[src/rtl/core/qfg_pkg.sv]
package qfg_pkg;

    // Fixed field and datapath widths.
    localparam int DATA_W = 32;
    localparam int IDX_W  = 4;
    localparam int DIM_W  = 5;
    localparam int OUT_W  = 64;
    localparam int PROD_W = 2 * (DATA_W + 1);
    localparam int GACC_W = PROD_W + 4;
    localparam int FACC_W = PROD_W + DATA_W + 2;

    // Gradient terms carry 16 fraction bits too many; f also folds in the factor one half.
    localparam int GRAD_SHIFT = 16;
    localparam int FUNC_SHIFT = 17;

    // Input operation codes.
    localparam logic OP_MATRIX = 1'b0;
    localparam logic OP_VECTOR = 1'b1;

    // Result kind codes.
    localparam logic RK_GRAD = 1'b0;
    localparam logic RK_FUNC = 1'b1;

    // Sequencer states.
    typedef enum logic [2:0] {
        ST_IDLE,
        ST_MAC,
        ST_GAP,
        ST_FLO,
        ST_FHI,
        ST_DRAIN
    } t_state;

    // Kind of work issued to the shared multiplier.
    typedef enum logic [1:0] {
        K_MAC,
        K_FLO,
        K_FHI
    } t_kind;

    // Tag that travels down the pipeline next to each issued operation.
    typedef struct packed {
        logic             valid;
        t_kind            kind;
        logic             first;
        logic             last;
        logic             fin;
        logic [IDX_W-1:0] row;
    } t_tag;

    // Saturate a wide signed value to the signed 64-bit range.
    function automatic logic signed [OUT_W-1:0] sat64(input logic signed [FACC_W-1:0] v);
        logic all_one;
        logic all_zero;
        all_one  = &v[FACC_W-1:OUT_W-1];
        all_zero = ~|v[FACC_W-1:OUT_W-1];
        if (all_one || all_zero) begin
            sat64 = v[OUT_W-1:0];
        end else if (v[FACC_W-1]) begin
            sat64 = {1'b1, {(OUT_W-1){1'b0}}};
        end else begin
            sat64 = {1'b0, {(OUT_W-1){1'b1}}};
        end
    endfunction

endpackage

[src/rtl/core/qfg_mac.sv]
module qfg_mac
    import qfg_pkg::*;
(
    input  logic                     i_clk,
    input  logic                     i_rst_n,
    input  logic                     i_go,
    input  t_tag                     i_tag,
    input  logic signed [DATA_W-1:0] i_p_q,
    input  logic signed [DATA_W-1:0] i_x_q,
    output logic                     o_done,
    output logic                     o_strobe,
    output logic                     o_result_kind,
    output logic [IDX_W-1:0]         o_result_index,
    output logic signed [OUT_W-1:0]  o_result_value,
    output logic                     o_run_end
);

    t_tag                     r_tag1;
    t_tag                     r_tag2;
    logic signed [PROD_W-1:0] r_prod;
    logic signed [GACC_W-1:0] r_gacc;
    logic signed [FACC_W-1:0] r_facc;
    logic signed [OUT_W-1:0]  r_g;
    logic                     r_fpend;
    logic                     r_strobe;
    logic                     r_kind;
    logic [IDX_W-1:0]         r_index;
    logic signed [OUT_W-1:0]  r_value;
    logic                     r_end;

    logic signed [DATA_W:0]   op_a;
    logic signed [DATA_W:0]   op_b;
    logic signed [GACC_W-1:0] g_sum;
    logic signed [OUT_W-1:0]  g_val;
    logic signed [FACC_W-1:0] f_add;
    logic signed [OUT_W-1:0]  f_val;

    // Operand select for the shared multiplier: P*x, or x times the low or the high half of g.
    always_comb begin
        case (r_tag1.kind)
            K_MAC: begin
                op_a = {i_p_q[DATA_W-1], i_p_q};
                op_b = {i_x_q[DATA_W-1], i_x_q};
            end
            K_FLO: begin
                op_a = {i_x_q[DATA_W-1], i_x_q};
                op_b = {1'b0, r_g[DATA_W-1:0]};
            end
            K_FHI: begin
                op_a = {i_x_q[DATA_W-1], i_x_q};
                op_b = {r_g[OUT_W-1], r_g[OUT_W-1:DATA_W]};
            end
            default: begin
                op_a = '0;
                op_b = '0;
            end
        endcase
    end

    // Accumulate step and the saturated results it produces.
    always_comb begin
        g_sum = (r_tag2.first ? GACC_W'(0) : r_gacc) + GACC_W'(r_prod);
        g_val = sat64(FACC_W'(g_sum >>> GRAD_SHIFT));
        if (r_tag2.kind == K_FHI) begin
            f_add = FACC_W'(r_prod) <<< DATA_W;
        end else begin
            f_add = FACC_W'(r_prod);
        end
        f_val = sat64(r_facc >>> FUNC_SHIFT);
    end

    // Pipeline tags and result strobe.
    always_ff @(posedge i_clk) begin
        if (!i_rst_n) begin
            r_tag1   <= '0;
            r_tag2   <= '0;
            r_fpend  <= 1'b0;
            r_strobe <= 1'b0;
        end else begin
            r_tag1   <= i_tag;
            r_tag2   <= r_tag1;
            r_strobe <= 1'b0;
            if (r_fpend) begin
                r_fpend  <= 1'b0;
                r_strobe <= 1'b1;
            end else if (r_tag2.valid && r_tag2.kind == K_MAC && r_tag2.last) begin
                r_strobe <= 1'b1;
            end
            if (r_tag2.valid && r_tag2.kind == K_FHI && r_tag2.fin) begin
                r_fpend <= 1'b1;
            end
        end
    end

    // Multiplier stage.
    always_ff @(posedge i_clk) begin
        r_prod <= op_a * op_b;
    end

    // Accumulators and result payload.
    always_ff @(posedge i_clk) begin
        if (i_go) begin
            r_facc <= '0;
        end else if (r_tag2.valid && (r_tag2.kind == K_FLO || r_tag2.kind == K_FHI)) begin
            r_facc <= r_facc + f_add;
        end
        if (r_tag2.valid && r_tag2.kind == K_MAC) begin
            r_gacc <= g_sum;
            if (r_tag2.last) begin
                r_g     <= g_val;
                r_kind  <= RK_GRAD;
                r_index <= r_tag2.row;
                r_value <= g_val;
                r_end   <= 1'b0;
            end
        end
        if (r_fpend) begin
            r_kind  <= RK_FUNC;
            r_index <= '0;
            r_value <= f_val;
            r_end   <= 1'b1;
        end
    end

    assign o_done         = r_fpend;
    assign o_strobe       = r_strobe;
    assign o_result_kind  = r_kind;
    assign o_result_index = r_index;
    assign o_result_value = r_value;
    assign o_run_end      = r_end;

endmodule

[config.mk]
export PLATFORM = sky130hd
export DESIGN_NAME = qfg_mac
export DESIGN_NICKNAME = d
export VERILOG_FILES = /design/src/rtl/core/qfg_pkg.sv /design/src/rtl/core/qfg_mac.sv
export SDC_FILE = /design/constraint.sdc
export NUM_CORES = 2
export LEC_CHECK = 0
export BUFFER_PORTS_ARGS = -buffer_cell sky130_fd_sc_hd__buf_2
export CELL_PAD_IN_SITES_DETAIL_PLACEMENT = 1
export CELL_PAD_IN_SITES_GLOBAL_PLACEMENT = 1
export CORE_AREA = 5 5 398 400
export DETAILED_ROUTE_END_ITERATION = 7
export DIE_AREA = 0 0 403 405
export GPL_TIMING_DRIVEN = 0
export PLACE_DENSITY = 0.66
export SKIP_LAST_GASP = 1
export SYNTH_ARGS = -nofsm -noshare
export SYNTH_HDL_FRONTEND = slang
export SYNTH_SLANG_ARGS = --single-unit
[constraint.sdc]
create_clock -name i_clk -period 23.1 [get_ports i_clk]
set_input_delay 4.62 -clock i_clk [delete_from_list [all_inputs] [get_ports i_clk]]
set_output_delay 4.62 -clock i_clk [all_outputs]
set_load 0.1 [all_outputs]
==> metrics <==
outcome complete, but fails checks; failing checks slew limit; Seq/Total Area, Yosys 0.155; clock buffer depth 3; setup TNS 0 ns; CP Max Fanout 10; unrepaired setup endpoints after global routing false; CP arrival 16.63 ns; Routed Wire Length approximately 280 mm; Slowest-stage cell, CP o21ai_0; crit path kind in -> reg; DRT iter0 DRCs about 4,600; FP Rows roughly 150; GP Congestion 1.01; HP Class reg -> reg; vias in the first global route about 56,000; Max Fclk 0.0619 GHz; area share of the largest cell type after synthesis 0.367; post-synthesis net count 8,482; Slew @ Worst Pin 1.61 ns; Skew-Pair Late Insertion Delay 0.66 ns; crit path time final 16.14 ns; CTS Buf Count 46; Syn Inst Count between 6,000 and 7,000; CTS resizes 0; H-tree levels 2; area leader, netlist fa_1; # setup viols final 0; Vias between 50,000 and 60,000; CTS clk-pin slew, worst paths 0.06 ns; Netlist cell types 103; Setup Buffers After CTS 0; global route total overflow 0; non-filler instance count after layout a little over 9,000; Core Footprint 0.155 sq mm; count of pins over their slew limit 19; fillcell total approximately 18,000; Yosys Warn Count 0; syn avg cell area about 8.9 sq um; layout cells sized above 1 0.0550; Root Driver clkbuf_16; Worst Path Required 23.59 ns; EDFF count, synth 188; die area 0.163 sq mm; pin count of the biggest net entering global routing between 60 and 70; initial antenna violation count 37; synthesized flop and latch total about 380; drt drc 0; asr flop ratio synth 0; port bufs roughly 150; chip width 403 um; router iterations before antenna repair 7; # clock sinks 381; commonest cells after routing, fill and taps aside fa_1 (1,123), inv_1 (1,122), nand2_1 (880), nor2_1 (745), a21oi_1 (441); WL/cell 30.4 um; die height 405 um; slowest cell delay on critical path 1.10 ns; hold_buf cts 0; relative slew slack -0.0722; clk_skew 0.0788 ns; Area Growth Syn to Fin 8.59%; Area contributors post-synth fa_1 (37%), edfxtp_1 (9.2%), ha_1 (8.0%); # IOs between 100 and 150; post-route ant nets 0; CP startpoint kind input pin; Worst Setup End Kind register; Hold Violations, Final 0; total of max-cap violations 0; placed instance count 9,115; Total Routing Usage GR 0.343; ratio of final minimum period to clock period 0.699; Syn Std Cell Area 0.0614 sq mm; crit-path most repeated cell fa_1; most common cell after layout, fill and taps aside fa_1; first-pass GRT wire length 401 mm; CTS tree built; nets@finish just under 9,000; Initial Util 0.396; via density per instance 5.64; Synth Flop Type dfxtp_1; DP HPWL 235 mm
registers in the layout (all words and copies together), names as in the netlist, 4 cells and up:
register        cells
o_result_index      4
o_result_value     64
r_facc            100
r_g                54
r_gacc             70
r_prod             66
r_tag1             10
r_tag2             10
metrics by stage:
| stage | cell area (sq um) | hold slack, ns | utilization | setup slack [ns] |
|---|---|---|---|---|
| 3_5_place_dp | 65000 | 0.421 | 0.419 | 6.57 |
| 4_1_cts | 66600 | 0.436 | 0.430 | 7.12 |
| 2_1_floorplan | 61400 | 0.412 | - | 9.96 |
| 5_1_grt | 66600 | 0.443 | 0.430 | 6.56 |
| 6_report | 66600 | 0.433 | 0.430 | 6.96 |
| 3_3_place_gp | 64700 | 0.414 | 0.417 | 6.70 |
area by class of cell:
type                            count  area, sq um  area share
Multi-Input combinational cell   5013        46200       0.693
Sequential cell                   381         9510       0.143
Inverter                         1123         4220      0.0633
Tap cell                         2058         2570      0.0386
Buffer                            373         1510      0.0227
Clock buffer                       53         1210      0.0181
Timing Repair Buffer              168          982      0.0147
Clock inverter                     33          385     0.00578
Antenna cell                       15         37.5    0.000563
worst paths after layout:
kind | start | to | slack [ns] | cells after the start
setup reg to reg | r_tag1[7]$_SDFF_PN0_ | r_prod[44]$_DFF_P_ | 8.66 | 34
hold reg to reg | r_tag1[2]$_SDFF_PN0_ | r_tag2[2]$_SDFF_PN0_ | 0.43 | 1
hold / removal | r_tag1[2]$_SDFF_PN0_ | r_tag2[2]$_SDFF_PN0_ | 0.43 | 1
setup / recovery | i_x_q[4] | r_prod[44]$_DFF_P_ | 6.96 | 31
metal layers:
metal,vias to the layer above,GRT usage,wire length (um)
li1,22209,-,-
met4,14,0.164,16200
met2,2210,0.546,127000
met1,26985,0.445,112000
met5,-,0,88
met3,562,0.0764,24700
critical path: cells and delay by family:
| kind | cells | cell delay (ns) |
|---|---|---|
| buffers and inverters | 7 | 2.23 |
| XOR/XNOR | 1 | 0.27 |
| AND/OR/NAND/NOR | 4 | 0.71 |
| AO/OA/AOI/OAI | 10 | 4.49 |
| adder cells (fa/ha/maj) | 9 | 4.27 |
logic make-up (layout without fill, tap and decap cells):
family                   after synthesis  count (layout)  synth area share
AND/OR/NAND/NOR                     2138            2138             0.151
buffers and inverters               1496            1750            0.0933
multiplexers                          38              38           0.00687
adder cells (fa/ha/maj)             1515            1515             0.446
XOR/XNOR                             227             227            0.0324
flip-flops                           381             381             0.155
other                                  0              15                 0
AO/OA/AOI/OAI                       1095            1095             0.115
synthesized netlist by cell type, types with 65 or more instances:
cell         n
a21o_1     150
a21oi_1    442
and2_1      72
clkbuf_1   333
dfxtp_1    193
edfxtp_1   188
fa_1      1124
ha_1       391
inv_1     1122
nand2_1    881
nand4_1     65
nor2_1     745
nor2b_1    127
o21ai_0    150
xnor2_1    136
xor2_1      91
Power is left out: the tool's default activity adds up to more than one toggle a clock period on the data nets, which glitch-free logic cannot reach.
