[src/rtl/core/qfg_pkg.sv]
package qfg_pkg;

    // Fixed field and datapath widths.
    localparam int DATA_W = 32;
    localparam int IDX_W  = 4;
    localparam int DIM_W  = 5;
    localparam int OUT_W  = 64;
    localparam int PROD_W = 2 * (DATA_W + 1);
    localparam int GACC_W = PROD_W + 4;
    localparam int FACC_W = PROD_W + DATA_W + 2;

    // Gradient terms carry 16 fraction bits too many; f also folds in the factor one half.
    localparam int GRAD_SHIFT = 16;
    localparam int FUNC_SHIFT = 17;

    // Input operation codes.
    localparam logic OP_MATRIX = 1'b0;
    localparam logic OP_VECTOR = 1'b1;

    // Result kind codes.
    localparam logic RK_GRAD = 1'b0;
    localparam logic RK_FUNC = 1'b1;

    // Sequencer states.
    typedef enum logic [2:0] {
        ST_IDLE,
        ST_MAC,
        ST_GAP,
        ST_FLO,
        ST_FHI,
        ST_DRAIN
    } t_state;

    // Kind of work issued to the shared multiplier.
    typedef enum logic [1:0] {
        K_MAC,
        K_FLO,
        K_FHI
    } t_kind;

    // Tag that travels down the pipeline next to each issued operation.
    typedef struct packed {
        logic             valid;
        t_kind            kind;
        logic             first;
        logic             last;
        logic             fin;
        logic [IDX_W-1:0] row;
    } t_tag;

    // Saturate a wide signed value to the signed 64-bit range.
    function automatic logic signed [OUT_W-1:0] sat64(input logic signed [FACC_W-1:0] v);
        logic all_one;
        logic all_zero;
        all_one  = &v[FACC_W-1:OUT_W-1];
        all_zero = ~|v[FACC_W-1:OUT_W-1];
        if (all_one || all_zero) begin
            sat64 = v[OUT_W-1:0];
        end else if (v[FACC_W-1]) begin
            sat64 = {1'b1, {(OUT_W-1){1'b0}}};
        end else begin
            sat64 = {1'b0, {(OUT_W-1){1'b1}}};
        end
    endfunction

endpackage

[src/rtl/core/qfg_seq.sv]
module qfg_seq
    import qfg_pkg::*;
(
    input  logic             i_clk,
    input  logic             i_rst_n,
    input  logic             i_go,
    input  logic [DIM_W-1:0] i_n,
    input  logic             i_done,
    output logic             o_busy,
    output t_tag             o_tag,
    output logic [IDX_W-1:0] o_rd_row,
    output logic [IDX_W-1:0] o_rd_col,
    output logic [IDX_W-1:0] o_rd_xidx
);

    t_state           r_state;
    t_state           n_state;
    logic [IDX_W-1:0] r_row;
    logic [IDX_W-1:0] n_row;
    logic [IDX_W-1:0] r_col;
    logic [IDX_W-1:0] n_col;
    logic [IDX_W-1:0] r_last_idx;

    // State register and the loop counters.
    always_ff @(posedge i_clk) begin
        if (!i_rst_n) begin
            r_state <= ST_IDLE;
            r_row   <= '0;
            r_col   <= '0;
        end else begin
            r_state <= n_state;
            r_row   <= n_row;
            r_col   <= n_col;
        end
    end

    // Highest index in use, taken when a run starts.
    always_ff @(posedge i_clk) begin
        if (i_go && r_state == ST_IDLE) begin
            r_last_idx <= IDX_W'(i_n - DIM_W'(1));
        end
    end

    // Walk each row through the multiplier, then fold its gradient into f.
    always_comb begin
        n_state   = r_state;
        n_row     = r_row;
        n_col     = r_col;
        o_tag     = '0;
        o_rd_xidx = r_col;
        case (r_state)
            ST_IDLE: begin
                if (i_go) begin
                    n_state = ST_MAC;
                    n_row   = '0;
                    n_col   = '0;
                end
            end
            ST_MAC: begin
                o_tag.valid = 1'b1;
                o_tag.kind  = K_MAC;
                o_tag.first = (r_col == '0);
                o_tag.last  = (r_col == r_last_idx);
                o_tag.row   = r_row;
                if (r_col == r_last_idx) begin
                    n_state = ST_GAP;
                end else begin
                    n_col = r_col + IDX_W'(1);
                end
            end
            ST_GAP: begin
                // Lets the row's gradient settle before it is multiplied again.
                n_state = ST_FLO;
            end
            ST_FLO: begin
                o_tag.valid = 1'b1;
                o_tag.kind  = K_FLO;
                o_tag.row   = r_row;
                o_rd_xidx   = r_row;
                n_state     = ST_FHI;
            end
            ST_FHI: begin
                o_tag.valid = 1'b1;
                o_tag.kind  = K_FHI;
                o_tag.fin   = (r_row == r_last_idx);
                o_tag.row   = r_row;
                o_rd_xidx   = r_row;
                if (r_row == r_last_idx) begin
                    n_state = ST_DRAIN;
                end else begin
                    n_state = ST_MAC;
                    n_row   = r_row + IDX_W'(1);
                    n_col   = '0;
                end
            end
            ST_DRAIN: begin
                if (i_done) begin
                    n_state = ST_IDLE;
                end
            end
            default: begin
                n_state = ST_IDLE;
            end
        endcase
    end

    assign o_busy   = (r_state != ST_IDLE);
    assign o_rd_row = r_row;
    assign o_rd_col = r_col;

endmodule

[config.mk]
export PLATFORM = sky130hd
export DESIGN_NAME = qfg_seq
export DESIGN_NICKNAME = d
export VERILOG_FILES = /design/src/rtl/core/qfg_pkg.sv /design/src/rtl/core/qfg_seq.sv
export SDC_FILE = /design/constraint.sdc
export NUM_CORES = 1
export LEC_CHECK = 0
export BUFFER_PORTS_ARGS = -buffer_cell sky130_fd_sc_hd__buf_2
export CAP_MARGIN = 20
export CORE_UTILIZATION = 44
export CTS_BUF_LIST = sky130_fd_sc_hd__clkbuf_8 sky130_fd_sc_hd__clkbuf_16
export DETAILED_ROUTE_END_ITERATION = 6
export GPL_ROUTABILITY_DRIVEN = 1
export PLACE_DENSITY = 0.85
export SYNTH_ARGS = -nofsm -noshare
export SYNTH_HDL_FRONTEND = slang
export SYNTH_SLANG_ARGS = --single-unit
[constraint.sdc]
create_clock -name i_clk -period 1.5 [get_ports i_clk]
set_input_delay 0.3 -clock i_clk [delete_from_list [all_inputs] [get_ports i_clk]]
set_output_delay 0.3 -clock i_clk [all_outputs]
set_load 0.02 [all_outputs]
==> impl_metrics.json <==
{
  "vias": 1349,
  "drive_above_1_share_pct": 64.9,
  "outcome": "complete, but fails checks",
  "fmax_mhz": 528,
  "setup_viol": 30,
  "intPower_uw": 1140,
  "vias_per_cell": 6.27,
  "p_sw_uw": 728,
  "ant_nets": 0,
  "max_cap_viol_count": 0,
  "hold_violations": 0,
  "leakagePower_uw": 0.000904,
  "routed_wl_um": 5120,
  "antenna_found_initial": 0,
  "worst-path-max-fanout": 2,
  "grt_setup_unrepaired": "yes",
  "pwr-share-clk_pct": 19.1,
  "switching_share_pct": 39.0,
  "cts_buffer_depth": 2,
  "drc": 0,
  "cts_hold_buf": 0,
  "grt_max_degree": 10,
  "syn_nets": 127,
  "ys_warn_count": 0,
  "drtPass1Iterations": 4,
  "first_global_vias": 1239,
  "cts_buffers": 3,
  "tightest_slew_ns": 0.364,
  "tritoncts": "yes",
  "crit_type": "flop to output pin",
  "final.min_clock_period_ns": 1.89,
  "place_area_mm2": 0.00136,
  "io_buffers": 30,
  "ir_drop_mv": 1.16,
  "die_x_um": 48.4,
  "clk_pin_slew_ns": 0.07,
  "grt_usage_pct": 35.6,
  "cts.sinks": 15,
  "core-area_mm2": 0.00200,
  "syn-mean-instance-area_um2": 8.32,
  "fin_crit_sh_pct": 126,
  "grt_overflow": 0,
  "fp.dieH_um": 48.4,
  "worstSetupStartpointType": "flop",
  "powerDensity_mw_per_mm2": 1020,
  "seqPwrFrac_pct": 28.2,
  "ioPinCount": 32,
  "failed_checks": "negative setup slack",
  "clock_latency_ns": 0.26,
  "diodes": 0,
  "wl_per_cell_um": 23.8,
  "drtIter0Drc": 126,
  "hpwl_um": 1950,
  "synth.distinct_cells": 35,
  "finalMaxSlewViolations": 0,
  "synth_area_um2": 948,
  "skew_ns": 0.00582,
  "end_kind": "output pin",
  "syn_to_final_growth_pct": 92.5,
  "htreeDepth": 1,
  "arrival_ns": 1.59,
  "cpPeakStageDelay_ns": 0.43,
  "fin_nets": 202,
  "crit_path_frequent_cell": "buf_4",
  "stdcell_area_mm2": 0.00183,
  "synth_seq_cells": 15,
  "numPlacedInstances": 194,
  "slowest_stage": "edfxtp_1",
  "final_cells": 215,
  "rows": 16,
  "hp-class": "input pin to flop",
  "yosysSeqAreaShare_pct": 35.9,
  "crit_required_ns": 1.20,
  "start_util_pct": 47.4,
  "utilization_pct": 91.2,
  "setup_tns_ns": -6.73,
  "grt_pass1_wl_um": 6150,
  "worst_slack_ns": -0.394,
  "cts_root_buf": "clkbuf_8",
  "crit_path_cell_trace": "buf_4 -> xnor2_2 -> nand4_1 -> nor2_1 -> buf_4",
  "syn-instance-count": 114,
  "comb_power_share_pct": 52.7,
  "slew_headroom_pct": 75.5,
  "fp.dieArea_mm2": 0.00234,
  "routabilityCongestion": 0.783
}
-- flip-flops by register name (all words and copies together) (netlist names) --
register    cells
o_rd_col        4
o_rd_row        4
r_last_idx      4
r_state         3
-- cells in the mapped netlist --
master | number | area (µm²)
xor2_1 | 6 | 52.6
a22oi_1 | 1 | 7.51
and2b_1 | 1 | 7.51
nand3_1 | 4 | 20.0
xnor2_1 | 5 | 43.8
edfxtp_1 | 4 | 120
o221a_1 | 1 | 11.3
nor4_1 | 1 | 6.26
a21o_1 | 2 | 15.0
o211a_1 | 1 | 10.0
nor4b_1 | 1 | 8.76
and2_1 | 1 | 6.26
or3_1 | 2 | 12.5
nor3_1 | 3 | 15.0
nor4_2 | 1 | 12.5
nor2_1 | 10 | 37.5
o21ai_0 | 5 | 25.0
nor2b_1 | 5 | 31.3
a311oi_1 | 1 | 8.76
ha_1 | 4 | 50.1
mux2_2 | 2 | 22.5
nand3b_1 | 1 | 7.51
and2_2 | 1 | 7.51
nand4_1 | 3 | 18.8
nand2_1 | 15 | 56.3
a21o_4 | 1 | 15.0
dfxtp_1 | 11 | 220
a21oi_1 | 1 | 5.00
a31oi_1 | 3 | 18.8
clkbuf_1 | 2 | 7.51
nand2b_1 | 1 | 6.26
o21bai_1 | 1 | 7.51
inv_1 | 11 | 41.3
o21ai_1 | 1 | 5.00
o31ai_1 | 1 | 7.51
-- cell usage in the layout, fill, tap and decap left out, drive strengths merged, types with 2 or more instances in the layout --
cell type	netlist	routed
mux2	2	2
nor2	10	10
nand4	3	3
and2	2	2
xor2	6	6
ha	4	4
nor4	2	2
dfxtp	11	11
a31oi	3	3
buf	0	72
nor3	3	3
edfxtp	4	4
nor2b	5	5
nand3	4	4
or3	2	2
nand2	15	15
xnor2	5	5
a21o	3	3
clkbuf	2	3
inv	11	11
o21ai	6	6
-- logic make-up (layout without fill, tap and decap cells) --
kind of cell | count (synthesis) | after routing | share of synthesized area (%)
AND/OR/NAND/NOR | 50 | 50 | 26.8
buffers and inverters | 13 | 87 | 5.15
multiplexers | 2 | 2 | 2.37
adder cells (fa/ha/maj) | 4 | 4 | 5.28
XOR/XNOR | 11 | 11 | 10.2
flip-flops | 15 | 15 | 35.9
AO/OA/AOI/OAI | 19 | 19 | 14.4
-- metal layers --
layer | track usage, % | vias up | wire, µm
met5 | 0 | - | 0
met3 | 8.49 | 38 | 630
met4 | 21.6 | 0 | 331
li1 | - | 548 | -
met1 | 40.3 | 627 | 1850
met2 | 60.3 | 136 | 2310
-- critical path: cells and delay by family, from the launching register on --
family | cells | cell delay [ns]
DFF | 1 | 0.43
and+or+nand+nor | 2 | 0.38
buffers and inverters | 2 | 0.33
xor gates and xnor gates | 1 | 0.19
-- layout make-up --
cell class	count	area [µm²]
clock buffer	3	41.3
clock inverter	1	5.00
fill	72	176
inverter	11	46.3
multi-input combinational	86	733
sequential	15	358
tap	27	33.8
timing repair buffer	72	608
-- power by group through the flow --
stage | registers, µW | logic (µW) | clock network, µW
2_1_floorplan | 515 | 316 | 0
3_3_place_gp | 505 | 529 | 0
3_5_place_dp | 509 | 546 | 0
4_1_cts | 505 | 768 | 344
5_1_grt | 528 | 1020 | 371
6_report | 527 | 983 | 356
-- what timing repair did --
action,4_1_cts,5_1_grt
buffers inserted,12,9
setup endpoints to repair,22,30
resized for setup,63,24
pin swaps,22,11
endpoints found under the hold margin,0,0
-- through the flow --
step	worst slack (ns)	hold slack, ns	total power [µW]
finish	-0.394	0.341	1870
global route	-0.432	0.350	1910
CTS	-0.312	0.329	1620
detailed placement	-0.109	0.556	1060
global placement	-0.0728	0.547	1030
floorplan	-0.0878	0.433	831
-- path summary, 6_finish.rpt --
check / startpoint / endpoint / slack (ns) / cells past startpoint
worst max-delay path: r_last_idx[2]$_DFFE_PP_ / o_tag[5] / -0.39 / 5
worst min-delay path: i_n[0] / r_last_idx[0]$_DFFE_PP_ / 0.34 / 2
worst max register to register: r_last_idx[1]$_DFFE_PP_ / o_rd_col[1]$_SDFFE_PN0P_ / -0.39 / 8
worst min register to register: o_rd_col[0]$_SDFFE_PN0P_ / o_rd_col[0]$_SDFFE_PN0P_ / 0.63 / 1
Note: power is estimated with default switching activity, not from simulation.
